**config.mk**
```make
export PLATFORM = sky130hd
export DESIGN_NAME = stereo_bitcrusher_downsampler_flat
export DESIGN_NICKNAME = d
export VERILOG_FILES = /design/src/sv/sbd_pkg.sv /design/src/sv/sbd_ifs.sv /design/src/sv/stereo_bitcrusher_downsampler.sv /design/src/flat_wrapper.sv
export SDC_FILE = /design/constraint.sdc
export NUM_CORES = 2
export LEC_CHECK = 0
export ABC_AREA = 1
export BUFFER_PORTS_ARGS = -buffer_cell sky130_fd_sc_hd__clkbuf_2
export CAP_MARGIN = 20
export CORE_MARGIN = 2
export CORE_UTILIZATION = 45
export DETAILED_ROUTE_END_ITERATION = 16
export GPL_TIMING_DRIVEN = 0
export PLACE_DENSITY = 0.58
export REMOVE_ABC_BUFFERS = 1
export SLEW_MARGIN = 10
export SYNTH_ARGS = -nofsm -noshare
export SYNTH_HDL_FRONTEND = slang
export SYNTH_SLANG_ARGS = --single-unit
```
**constraint.sdc**
```tcl
create_clock -name clk -period 11.86 [get_ports clk]
set_clock_uncertainty 0.2 [all_clocks]
set_input_delay 0.593 -clock clk [delete_from_list [all_inputs] [get_ports clk]]
set_output_delay 0.593 -clock clk [all_outputs]
set_load 0.005 [all_outputs]
```
**src/sv/sbd_pkg.sv**
```systemverilog
`timescale 1ns / 1ps
// Shared types, constants and helpers for the stereo bit crusher.
// No dependencies; used by the channel interfaces and the top level.
package sbd_pkg;

	// Sample format, Q1.23
	localparam int SAMPLE_BITS = 24;
	typedef logic signed [SAMPLE_BITS-1:0] sample_t;

	localparam logic signed [31:0] SAMPLE_MAX = (32'sd1 <<< (SAMPLE_BITS - 1)) - 32'sd1;
	localparam logic signed [31:0] SAMPLE_MIN = -SAMPLE_MAX - 32'sd1;

	// Q0.16 unity
	localparam logic [16:0] Q16_ONE = 17'd65536;

	// 64-bit LCG multiplier, split into 32-bit halves
	localparam logic [31:0] LCG_MUL_LO = 32'h4C957F2D;
	localparam logic [31:0] LCG_MUL_HI = 32'h5851F42D;

	// Configuration port
	localparam int CFG_INDEX_W = 3;
	localparam int CFG_DATA_W = 32;
	typedef logic [CFG_INDEX_W-1:0] cfg_index_t;

	localparam cfg_index_t REG_BIT_DEPTH = 3'd0;
	localparam cfg_index_t REG_CAPTURE_RATE = 3'd1;
	localparam cfg_index_t REG_NOISE_AMOUNT = 3'd2;
	localparam cfg_index_t REG_FILTER_AMOUNT = 3'd3;
	localparam cfg_index_t REG_SMOOTHING = 3'd4;
	localparam cfg_index_t REG_DRY_COEF = 3'd5;
	localparam cfg_index_t REG_WET_COEF = 3'd6;
	localparam cfg_index_t REG_NOISE_SEED = 3'd7;

	// Sequencer states
	typedef enum logic [3:0] {
		ST_IDLE,
		ST_LCG0,
		ST_LCG1,
		ST_LCG2,
		ST_LCG3,
		ST_NMUL,
		ST_NADD,
		ST_QUANT,
		ST_DIFF,
		ST_SMUL,
		ST_SADD,
		ST_WMUL,
		ST_WADD,
		ST_OMUL,
		ST_OADD,
		ST_ORND
	} state_t;

	// Clamp a signed value to the sample range
	function automatic sample_t sat_sample(input logic signed [31:0] v);
		logic signed [31:0] r;
		r = v;
		if (v > SAMPLE_MAX) r = SAMPLE_MAX;
		if (v < SAMPLE_MIN) r = SAMPLE_MIN;
		return SAMPLE_BITS'(r);
	endfunction

	// Q0.16 amounts above unity act as unity
	function automatic logic [16:0] sat_q16(input logic [16:0] v);
		return (v > Q16_ONE) ? Q16_ONE : v;
	endfunction

endpackage

```
**src/sv/sbd_ifs.sv**
```systemverilog
`timescale 1ns / 1ps
// Valid/ready channel interfaces: stereo input frame and processed result.
// Depends on sbd_pkg for the sample type.
interface sbd_frame_if;
	logic valid;
	logic ready;
	sbd_pkg::sample_t left_in;
	sbd_pkg::sample_t right_in;

	modport source(output valid, output left_in, output right_in, input ready);
	modport sink(input valid, input left_in, input right_in, output ready);
endinterface

interface sbd_result_if;
	logic valid;
	logic ready;
	sbd_pkg::sample_t left_out;
	sbd_pkg::sample_t right_out;
	logic captured;

	modport source(output valid, output left_out, output right_out, output captured,
		input ready);
	modport sink(input valid, input left_out, input right_out, input captured,
		output ready);
endinterface

```
**src/sv/stereo_bitcrusher_downsampler.sv**
```systemverilog
`timescale 1ns / 1ps
// Stereo bit crusher / sample-rate reducer built around one shared 33x33 multiplier.
// Depends on sbd_pkg and the channel interfaces in sbd_ifs.sv.
//
//  channel  | dir | payload                          | transfer when
//  ---------+-----+----------------------------------+-------------------------
//  frame    | in  | left_in, right_in (Q1.23)        | frame.valid & frame.ready
//  result   | out | left_out, right_out, captured    | result.valid & result.ready
//  cfg      | in  | cfg_index, cfg_data              | cfg_we
//
// Each channel runs in turn through DIFF, SMUL, SADD, WMUL, WADD, OMUL, OADD and ORND,
// preceded on a capturing frame by the LCG and quantizer states (LCG0-LCG3, NMUL, NADD, QUANT);
// the single multiplier sets this order, every product goes through it in turn.
// The result sits in an output register, so the next frame is taken while it waits;
// if it is still untaken when the next result is ready, the sequencer holds.
// Reset (arst_n low) loads the register defaults, zeroes noise, phase, held
// and smoothed state and arms the first-frame capture.
module stereo_bitcrusher_downsampler #(
	parameter int SAMPLE_RATE = 48000
) (
	input  logic                           clk,
	input  logic                           arst_n,
	sbd_frame_if.sink                      frame,
	sbd_result_if.source                   result,
	input  logic                           cfg_we,
	input  logic [sbd_pkg::CFG_INDEX_W-1:0] cfg_index,
	input  logic [sbd_pkg::CFG_DATA_W-1:0]  cfg_data
);

	localparam int PW = $clog2(SAMPLE_RATE + 1);
	localparam int PW1 = PW + 1;
	localparam int SB = sbd_pkg::SAMPLE_BITS;

	// Configuration registers
	logic [4:0]         bd_q;
	logic [15:0]        rate_q;
	logic [16:0]        namt_q;
	logic [16:0]        filt_q;
	logic [16:0]        coef_q;
	logic signed [19:0] dry_q;
	logic signed [19:0] wetc_q;

	// Control state
	sbd_pkg::state_t state_q, state_d;
	logic            ch_q;
	logic            cap_q;
	logic            first_q;
	logic [PW-1:0]   phase_q;
	logic            res_valid_q;

	// Channel state
	logic [63:0]        ns_q;
	sbd_pkg::sample_t   held_q [2];
	logic signed [31:0] s_q [2];

	// Working registers
	sbd_pkg::sample_t   x_q [2];
	logic [31:0]        t_hi_q, t_lo_q;
	logic signed [65:0] p_q;
	sbd_pkg::sample_t   a_q;
	logic signed [32:0] d_q;
	logic signed [31:0] wet_q;
	logic signed [52:0] acc_q;
	sbd_pkg::sample_t   yl_q;
	sbd_pkg::sample_t   res_left_q, res_right_q;
	logic               res_cap_q;

	// Handshake and control
	logic accept, load_res;
	logic cap_now;
	logic [PW-1:0] phase_next;
	logic [PW-1:0] rate_sat;
	logic [PW:0]   psum;
	logic          wrap;

	// Datapath nets
	sbd_pkg::sample_t   x_cur, held_cur;
	logic signed [31:0] s_cur, h_cur, xs_cur;
	logic signed [32:0] mul_a, mul_b;
	logic               pneg;
	logic signed [51:0] nadd_v;
	logic signed [26:0] nadd_sum;
	logic [4:0]         qbits, qsh;
	logic [24:0]        qlow, qhalf;
	logic               qneg;
	logic signed [24:0] qv, qr;
	logic signed [51:0] sadd_v, sdif_v, wadd_v;
	logic signed [52:0] ornd_v;
	logic signed [28:0] y_rnd;
	sbd_pkg::sample_t   y_sat;

	assign frame.ready = (state_q == sbd_pkg::ST_IDLE);
	assign accept = frame.valid && frame.ready;

	assign result.valid = res_valid_q;
	assign result.left_out = res_left_q;
	assign result.right_out = res_right_q;
	assign result.captured = res_cap_q;

	assign x_cur = x_q[ch_q];
	assign held_cur = held_q[ch_q];
	assign s_cur = s_q[ch_q];
	assign h_cur = {held_cur, 8'b0};
	assign xs_cur = {x_cur, 8'b0};
	assign pneg = p_q[65];

	// Capture phase accumulator
	always_comb begin
		rate_sat = (32'(rate_q) > SAMPLE_RATE) ? PW'(SAMPLE_RATE) : PW'(rate_q);
		psum = PW1'(phase_q) + PW1'(rate_sat);
		wrap = (psum >= PW1'(SAMPLE_RATE));
		phase_next = wrap ? PW'(psum - PW1'(SAMPLE_RATE)) : PW'(psum);
		cap_now = first_q || wrap;
	end

	// Shared multiplier operand select
	always_comb begin
		mul_a = '0;
		mul_b = '0;
		case (state_q)
			sbd_pkg::ST_LCG0: begin
				mul_a = {1'b0, ns_q[31:0]};
				mul_b = {1'b0, sbd_pkg::LCG_MUL_LO};
			end
			sbd_pkg::ST_LCG1: begin
				mul_a = {1'b0, ns_q[63:32]};
				mul_b = {1'b0, sbd_pkg::LCG_MUL_LO};
			end
			sbd_pkg::ST_LCG2: begin
				mul_a = {1'b0, ns_q[31:0]};
				mul_b = {1'b0, sbd_pkg::LCG_MUL_HI};
			end
			sbd_pkg::ST_NMUL: begin
				// noise is 2r+1-2^32, which as 33-bit two's complement is {1, r, 1}
				mul_a = 33'(sbd_pkg::sat_q16(namt_q));
				mul_b = {1'b1, ns_q[63:33], 1'b1};
			end
			sbd_pkg::ST_DIFF: begin
				mul_a = 33'(dry_q);
				mul_b = 33'(xs_cur);
			end
			sbd_pkg::ST_SMUL: begin
				mul_a = 33'(sbd_pkg::sat_q16(coef_q));
				mul_b = d_q;
			end
			sbd_pkg::ST_WMUL: begin
				mul_a = 33'(sbd_pkg::sat_q16(filt_q));
				mul_b = d_q;
			end
			sbd_pkg::ST_OMUL: begin
				mul_a = 33'(wetc_q);
				mul_b = 33'(wet_q);
			end
			default: begin
				mul_a = '0;
				mul_b = '0;
			end
		endcase
	end

	// Rounding adders; half away from zero is floor(v + half - sign)
	always_comb begin
		// input plus scaled noise, rounded by 2^25
		nadd_v = p_q[51:0] + 52'sd16777216 - 52'(pneg) + (52'(x_cur) <<< 25);
		nadd_sum = nadd_v[51:25];

		// quantizer: round to a multiple of 2^qsh by clearing the low bits
		qbits = (bd_q == 5'd0) ? 5'd1 : bd_q;
		qsh = (qbits >= 5'(SB)) ? 5'd0 : 5'(5'(SB) - qbits);
		qlow = (25'd1 << qsh) - 25'd1;
		qhalf = qlow & ~(qlow >> 1);
		qneg = a_q[SB-1] && (qsh != 5'd0);
		qv = 25'(a_q) + qhalf - 25'(qneg);
		qr = qv & ~qlow;

		// smoother step, and the new difference smoothed - held alongside it
		sadd_v = p_q[51:0] + 52'sd32768 - 52'(pneg) + (52'(s_cur) <<< 16);
		sdif_v = p_q[51:0] + 52'sd32768 - 52'(pneg) - (52'(d_q) <<< 16);

		// held plus filtered blend
		wadd_v = p_q[51:0] + 52'sd32768 - 52'(pneg) + (52'(h_cur) <<< 16);

		// output scaling by 2^24
		ornd_v = acc_q + 53'sd8388608 - 53'(acc_q[52]);
		y_rnd = ornd_v[52:24];
		y_sat = sbd_pkg::sat_sample(32'(y_rnd));
	end

	// Sequencer: next state and strobes
	always_comb begin
		state_d = state_q;
		load_res = 1'b0;
		case (state_q)
			sbd_pkg::ST_IDLE: begin
				if (frame.valid) state_d = cap_now ? sbd_pkg::ST_LCG0 : sbd_pkg::ST_DIFF;
			end
			sbd_pkg::ST_LCG0: state_d = sbd_pkg::ST_LCG1;
			sbd_pkg::ST_LCG1: state_d = sbd_pkg::ST_LCG2;
			sbd_pkg::ST_LCG2: state_d = sbd_pkg::ST_LCG3;
			sbd_pkg::ST_LCG3: state_d = sbd_pkg::ST_NMUL;
			sbd_pkg::ST_NMUL: state_d = sbd_pkg::ST_NADD;
			sbd_pkg::ST_NADD: state_d = sbd_pkg::ST_QUANT;
			sbd_pkg::ST_QUANT: state_d = sbd_pkg::ST_DIFF;
			sbd_pkg::ST_DIFF: state_d = sbd_pkg::ST_SMUL;
			sbd_pkg::ST_SMUL: state_d = sbd_pkg::ST_SADD;
			sbd_pkg::ST_SADD: state_d = sbd_pkg::ST_WMUL;
			sbd_pkg::ST_WMUL: state_d = sbd_pkg::ST_WADD;
			sbd_pkg::ST_WADD: state_d = sbd_pkg::ST_OMUL;
			sbd_pkg::ST_OMUL: state_d = sbd_pkg::ST_OADD;
			sbd_pkg::ST_OADD: state_d = sbd_pkg::ST_ORND;
			sbd_pkg::ST_ORND: begin
				if (!ch_q) begin
					state_d = cap_q ? sbd_pkg::ST_LCG0 : sbd_pkg::ST_DIFF;
				end else if (!res_valid_q || result.ready) begin
					load_res = 1'b1;
					state_d = sbd_pkg::ST_IDLE;
				end
			end
			default: state_d = sbd_pkg::ST_IDLE;
		endcase
	end

	// State register
	always_ff @(posedge clk or negedge arst_n) begin
		if (!arst_n) begin
			state_q <= sbd_pkg::ST_IDLE;
		end else begin
			state_q <= state_d;
		end
	end

	// Control, configuration and channel state
	always_ff @(posedge clk or negedge arst_n) begin
		if (!arst_n) begin
			bd_q <= 5'd24;
			rate_q <= 16'd48000;
			namt_q <= 17'd0;
			filt_q <= 17'd0;
			coef_q <= 17'd61800;
			dry_q <= 20'sd0;
			wetc_q <= 20'sd65536;
			ns_q <= '0;
			ch_q <= 1'b0;
			cap_q <= 1'b0;
			first_q <= 1'b1;
			phase_q <= '0;
			res_valid_q <= 1'b0;
			held_q[0] <= '0;
			held_q[1] <= '0;
			s_q[0] <= '0;
			s_q[1] <= '0;
		end else begin
			// register writes
			if (cfg_we) begin
				case (cfg_index)
					sbd_pkg::REG_BIT_DEPTH: bd_q <= cfg_data[4:0];
					sbd_pkg::REG_CAPTURE_RATE: rate_q <= cfg_data[15:0];
					sbd_pkg::REG_NOISE_AMOUNT: namt_q <= cfg_data[16:0];
					sbd_pkg::REG_FILTER_AMOUNT: filt_q <= cfg_data[16:0];
					sbd_pkg::REG_SMOOTHING: coef_q <= cfg_data[16:0];
					sbd_pkg::REG_DRY_COEF: dry_q <= signed'(cfg_data[19:0]);
					sbd_pkg::REG_WET_COEF: wetc_q <= signed'(cfg_data[19:0]);
					sbd_pkg::REG_NOISE_SEED: ns_q <= {32'b0, cfg_data};
					default: ;
				endcase
			end

			// frame transfer: decide capture and advance the phase (not on the first frame)
			if (accept) begin
				ch_q <= 1'b0;
				cap_q <= cap_now;
				first_q <= 1'b0;
				if (!first_q) phase_q <= phase_next;
			end

			// LCG step completes
			if (state_q == sbd_pkg::ST_LCG3) ns_q <= {t_hi_q + p_q[31:0], t_lo_q};

			if (state_q == sbd_pkg::ST_QUANT) held_q[ch_q] <= sbd_pkg::sat_sample(32'(qr));
			if (state_q == sbd_pkg::ST_SADD) s_q[ch_q] <= sadd_v[47:16];

			if (state_q == sbd_pkg::ST_ORND && !ch_q) ch_q <= 1'b1;

			// output register
			if (result.valid && result.ready) res_valid_q <= 1'b0;
			if (load_res) res_valid_q <= 1'b1;
		end
	end

	// Datapath working registers
	always_ff @(posedge clk) begin
		p_q <= mul_a * mul_b;
		if (accept) begin
			x_q[0] <= frame.left_in;
			x_q[1] <= frame.right_in;
		end
		case (state_q)
			sbd_pkg::ST_LCG1: {t_hi_q, t_lo_q} <= p_q[63:0] + 64'd1;
			sbd_pkg::ST_LCG2: t_hi_q <= t_hi_q + p_q[31:0];
			sbd_pkg::ST_NADD: a_q <= sbd_pkg::sat_sample(32'(nadd_sum));
			sbd_pkg::ST_DIFF: d_q <= 33'(h_cur) - 33'(s_cur);
			sbd_pkg::ST_SMUL: acc_q <= p_q[52:0];
			sbd_pkg::ST_SADD: d_q <= sdif_v[48:16];
			sbd_pkg::ST_WADD: wet_q <= wadd_v[47:16];
			sbd_pkg::ST_OADD: acc_q <= acc_q + p_q[52:0];
			sbd_pkg::ST_ORND: begin
				if (!ch_q) yl_q <= y_sat;
			end
			default: ;
		endcase
		if (load_res) begin
			res_left_q <= yl_q;
			res_right_q <= y_sat;
			res_cap_q <= cap_q;
		end
	end

	// Checks
	a_busy_after_accept: assert property (@(posedge clk) disable iff (!arst_n)
		accept |=> !frame.ready)
		else $error("frame ready right after a transfer");

	a_first_cleared: assert property (@(posedge clk) disable iff (!arst_n)
		accept |=> !first_q)
		else $error("first-frame flag survived a transfer");

	a_phase_range: assert property (@(posedge clk) disable iff (!arst_n)
		phase_q < PW'(SAMPLE_RATE))
		else $error("capture phase out of range");

	a_lcg_on_capture: assert property (@(posedge clk) disable iff (!arst_n)
		(state_q == sbd_pkg::ST_LCG0) |-> cap_q)
		else $error("noise drawn on a frame without capture");

	a_result_source: assert property (@(posedge clk) disable iff (!arst_n)
		$rose(res_valid_q) |-> $past(state_q == sbd_pkg::ST_ORND && ch_q))
		else $error("result raised outside the final rounding step");

endmodule
```
**src/flat_wrapper.sv**
```systemverilog
// flat-port wrapper written by rule: the top's interface ports become plain ports
module stereo_bitcrusher_downsampler_flat 
#(
	parameter int SAMPLE_RATE = 48000
)
  (clk, arst_n, cfg_we, cfg_index, cfg_data, frame_valid, frame_left_in, frame_right_in, frame_ready, result_valid, result_left_out, result_right_out, result_captured, result_ready);
  sbd_frame_if frame_i ();
  sbd_result_if result_i ();
  input  logic clk;
  input  logic arst_n;
  input  logic cfg_we;
  input  logic [sbd_pkg::CFG_INDEX_W-1:0] cfg_index;
  input  logic [sbd_pkg::CFG_DATA_W-1:0] cfg_data;
  input wire logic [$bits(frame_i.valid)-1:0] frame_valid;
  input wire logic [$bits(frame_i.left_in)-1:0] frame_left_in;
  input wire logic [$bits(frame_i.right_in)-1:0] frame_right_in;
  output wire logic [$bits(frame_i.ready)-1:0] frame_ready;
  output wire logic [$bits(result_i.valid)-1:0] result_valid;
  output wire logic [$bits(result_i.left_out)-1:0] result_left_out;
  output wire logic [$bits(result_i.right_out)-1:0] result_right_out;
  output wire logic [$bits(result_i.captured)-1:0] result_captured;
  input wire logic [$bits(result_i.ready)-1:0] result_ready;
  assign frame_i.valid = frame_valid;
  assign frame_i.left_in = frame_left_in;
  assign frame_i.right_in = frame_right_in;
  assign frame_ready = frame_i.ready;
  assign result_valid = result_i.valid;
  assign result_left_out = result_i.left_out;
  assign result_right_out = result_i.right_out;
  assign result_captured = result_i.captured;
  assign result_i.ready = result_ready;
  stereo_bitcrusher_downsampler #(.SAMPLE_RATE(SAMPLE_RATE)) u_core (.clk(clk), .arst_n(arst_n), .frame(frame_i), .result(result_i), .cfg_we(cfg_we), .cfg_index(cfg_index), .cfg_data(cfg_data));
endmodule
```
==> summary.md <==
| Metric | Value |
|---|---|
| Finished Layout Cells | 14486 |
| Hold Slack | 0.0524 ns |
| Slack of the worst reg-to-reg path | -0.05 ns |
| Share of cells above drive strength 1 | 5.96% |
| F_max | 0.0840 GHz |
| Via density per instance | 5.58 |
| Most frequent cells in the layout | nand2_1, inv_1, fa_1, nor2_1, ha_1 |
| Ys async rst share | 44.3% |
| Worst hold path class | in2reg |
| Vias | 80761 |
| Total Routing Usage GR | 35.0% |
| Die X | 455 um |
| Avg Cell Area, Syn | 7.88 um2 |
| Clock slew at reported path FFs | 0.07 ns |
| Rows | 165 |
| CP most frequent cell | fa_1 |
| I/O pin count | 139 |
| DRT iter0 DRCs | 8588 |
| Die area | 0.207 mm2 |
| GRT Residual Overflow | 0 |
| Syn. warnings | 0 |
| Maxcap violations | 0 |
| Pre-CTS setup slack | 0.319 ns |
| Number of library cell types mapped by synthesis | 75 |
| Height of the chip | 455 um |
| TNS Setup | -0.0471 ns |
| #FFs+latches synth | 704 |
| GPL Wtd Cong | 1.03 |
| CTS sink cnt | 704 |
| WP data arrival | 12.37 ns |
| Largest net degree at the start of global routing | 97 |
| Most common cell after layout, fill and taps aside | nand2_1 |
| Critical Path Max Stage Delay | 1.24 ns |
| Final clock period utilization by the worst path | 100% |
| Num CTS Buffers | 88 |
| Worst skew pair latency | 0.76 ns |
| Startpoint Class | flip-flop |
| Setup repair bufs after CTS | 0 |
| Max_slew headroom | 10.8% |
| Routed WL | 364 mm |
| Nets | 13648 |
| CP max-delay cell | clkinv_1 |
| Initial core utilization | 45.3% |
| Status | complete, but fails checks |
| Final WS setup | -0.0471 ns |
| Critical Path End Type | flip-flop |
| CTS Root Cell | clkbuf_16 |
| Area Overhead vs Synth | 9.09% |
| Placed cells | 14253 |
| Post-synth EDFFs | 327 |
| Failing checks | setup timing |
| Top cell type's share of synthesized area | 25.1% |
| Core ar. | 0.202 mm2 |
| Critical path fanouts, max | 25 |
| Setup violations, final | 1 |
| Global-route wire length before repair | 534 mm |
| Synthesized area | 0.0917 mm2 |
| Min Tclk post-route | 11.91 ns |
| WP data required | 12.32 ns |
| Reg area | 0.0190 mm2 |
| TritonCTS clock tree | built |
| DR WL/cell | 25.1 um |
| Type of the worst setup path | reg2reg |
| Largest cells by area after synthesis | fa_1, edfxtp_1, nand2_1 |
| IO buf count | 138 |
| Initial DRT Pass Iterations | 6 |
| Clock Path Buffers | 3 |
| CTS H-Tree Depth | 3 |
| Final hold violations | 0 |
| Vias in the first global route | 79526 |
| HPWL Detailed | 300 mm |
| Max-slew violations | 0 |
| Yosys top cell by area | fa_1 |
| Top FF cell, synth | edfxtp_1 |
| Filler cells | 19780 |
| Transition time at the pin with the least slew margin | 1.33 ns |
| Mapped Cells | 11640 |
| Multi-input logic area | 0.0627 mm2 |
| Register area share after synthesis | 20.7% |
| Post-DRT Antenna Nets | 0 |
| Drt drc | 0 |
| Initial antenna violation count | 21 |
==> cells in the mapped netlist, types with 9 or more instances <==
cell type	instances
xnor2_1	104
a31oi_1	43
edfxtp_1	327
inv_1	2321
clkbuf_1	108
and3_1	9
clkinv_1	13
dfxtp_1	65
nor3_1	94
nor4_1	43
and2_1	11
xor2_1	231
o21a_1	31
buf_4	11
nand4_1	70
nor2_4	15
nor3_2	13
dfstp_2	19
buf_2	148
inv_2	64
a221oi_1	23
o211ai_1	28
o21ai_1	58
nor2_2	37
mux2i_1	24
nand3b_1	18
o21bai_1	54
o221ai_1	21
o21ai_0	659
a21o_1	48
fa_1	1152
o22ai_1	49
a21oi_1	630
buf_1	11
a21boi_0	21
ha_1	677
nand2_2	16
nor2_1	1042
dfrtp_1	293
nand3_1	421
nand2_1	2466
or2_2	60
==> per-stage QoR <==
step,utilization [%],area (um2)
floorplan,-,90300
global placement,46.6,94400
detailed placement,47.6,96300
CTS,49.4,99900
global route,49.4,100000
finish,49.4,100000
==> registers in the layout, indices dropped and copies added, names as in the netlist, 32 cells and up <==
| register | count |
|---|---|
| u_core.held_q | 48 |
| u_core.acc_q | 53 |
| u_core.t_lo_q | 32 |
| u_core.p_q | 65 |
| u_core.s_q | 64 |
| u_core.wet_q | 32 |
| u_core.t_hi_q | 32 |
| u_core.d_q | 33 |
| u_core.ns_q | 64 |
| u_core.x_q | 48 |
==> final timing paths <==
path | startpoint | endpoint | depth (start not counted)
worst min register to register | u_core.yl_q[16] | u_core.result.left_out[16] | 0
worst max-delay path | u_core.state_q[0] | u_core.p_q[53] | 29
max in group asynchronous | arst_n | u_core.s_q[63] | 4
min in group asynchronous | arst_n | u_core.namt_q[7] | 2
worst min-delay path | cfg_data[30] | u_core.ns_q[30] | 3
worst max register to register | u_core.state_q[0] | u_core.p_q[53] | 29
==> routing by layer <==
layer  track usage, %  up-vias  part of all wire, %
met1             50.4    40069                   44
met3             7.55      571                  9.6
met2             51.1     3568                   42
met4             13.9        6                  4.8
li1                 -    36547                    -
met5                0        -                0.011
==> kinds of logic (layout without fill, tap and decap cells) <==
group	after synthesis	in the layout	share of synthesized area (%)
other	0	8	0
AND/OR/NAND/NOR	4343	4343	19.7
XOR/XNOR	338	338	3.25
multiplexers	24	24	0.262
flip-flops	704	704	20.7
buffers and inverters	2684	2850	11.3
AO/OA/AOI/OAI	1718	1718	10.4
adder cells (fa/ha/maj)	1829	1829	34.4
==> worst max-delay path: cells and delay by family, from the launching register on <==
kind | cells | cell delay (ns)
adder cells (fa/ha/maj) | 9 | 4.53
AND/OR/NAND/NOR | 10 | 3.47
buffers and inverters | 7 | 2.43
flip-flops | 1 | 0.49
AO/OA/AOI/OAI | 2 | 0.35
XOR/XNOR | 1 | 0.23
==> repair_timing <==
action / 4_1_cts / 5_1_grt
setup endpoints to repair: 0 / 3
hold endpoints to repair: 101 / 0
gates resized for setup: 0 / 6
hold buffers: 51 / 0
==> layout make-up <==
type                    count  area share, %
multi-input cells        8252           62.7
flip-flops and latches    704           18.9
inverters                2398           9.02
well taps                2672           3.34
repair buffers            287           2.99
clock buffers             111           2.45
clock inverters            54          0.544
diodes                      8         0.0200
Power is left out: the tool's default activity adds up to more than one toggle a clock period on the data nets, which glitch-free logic cannot reach.
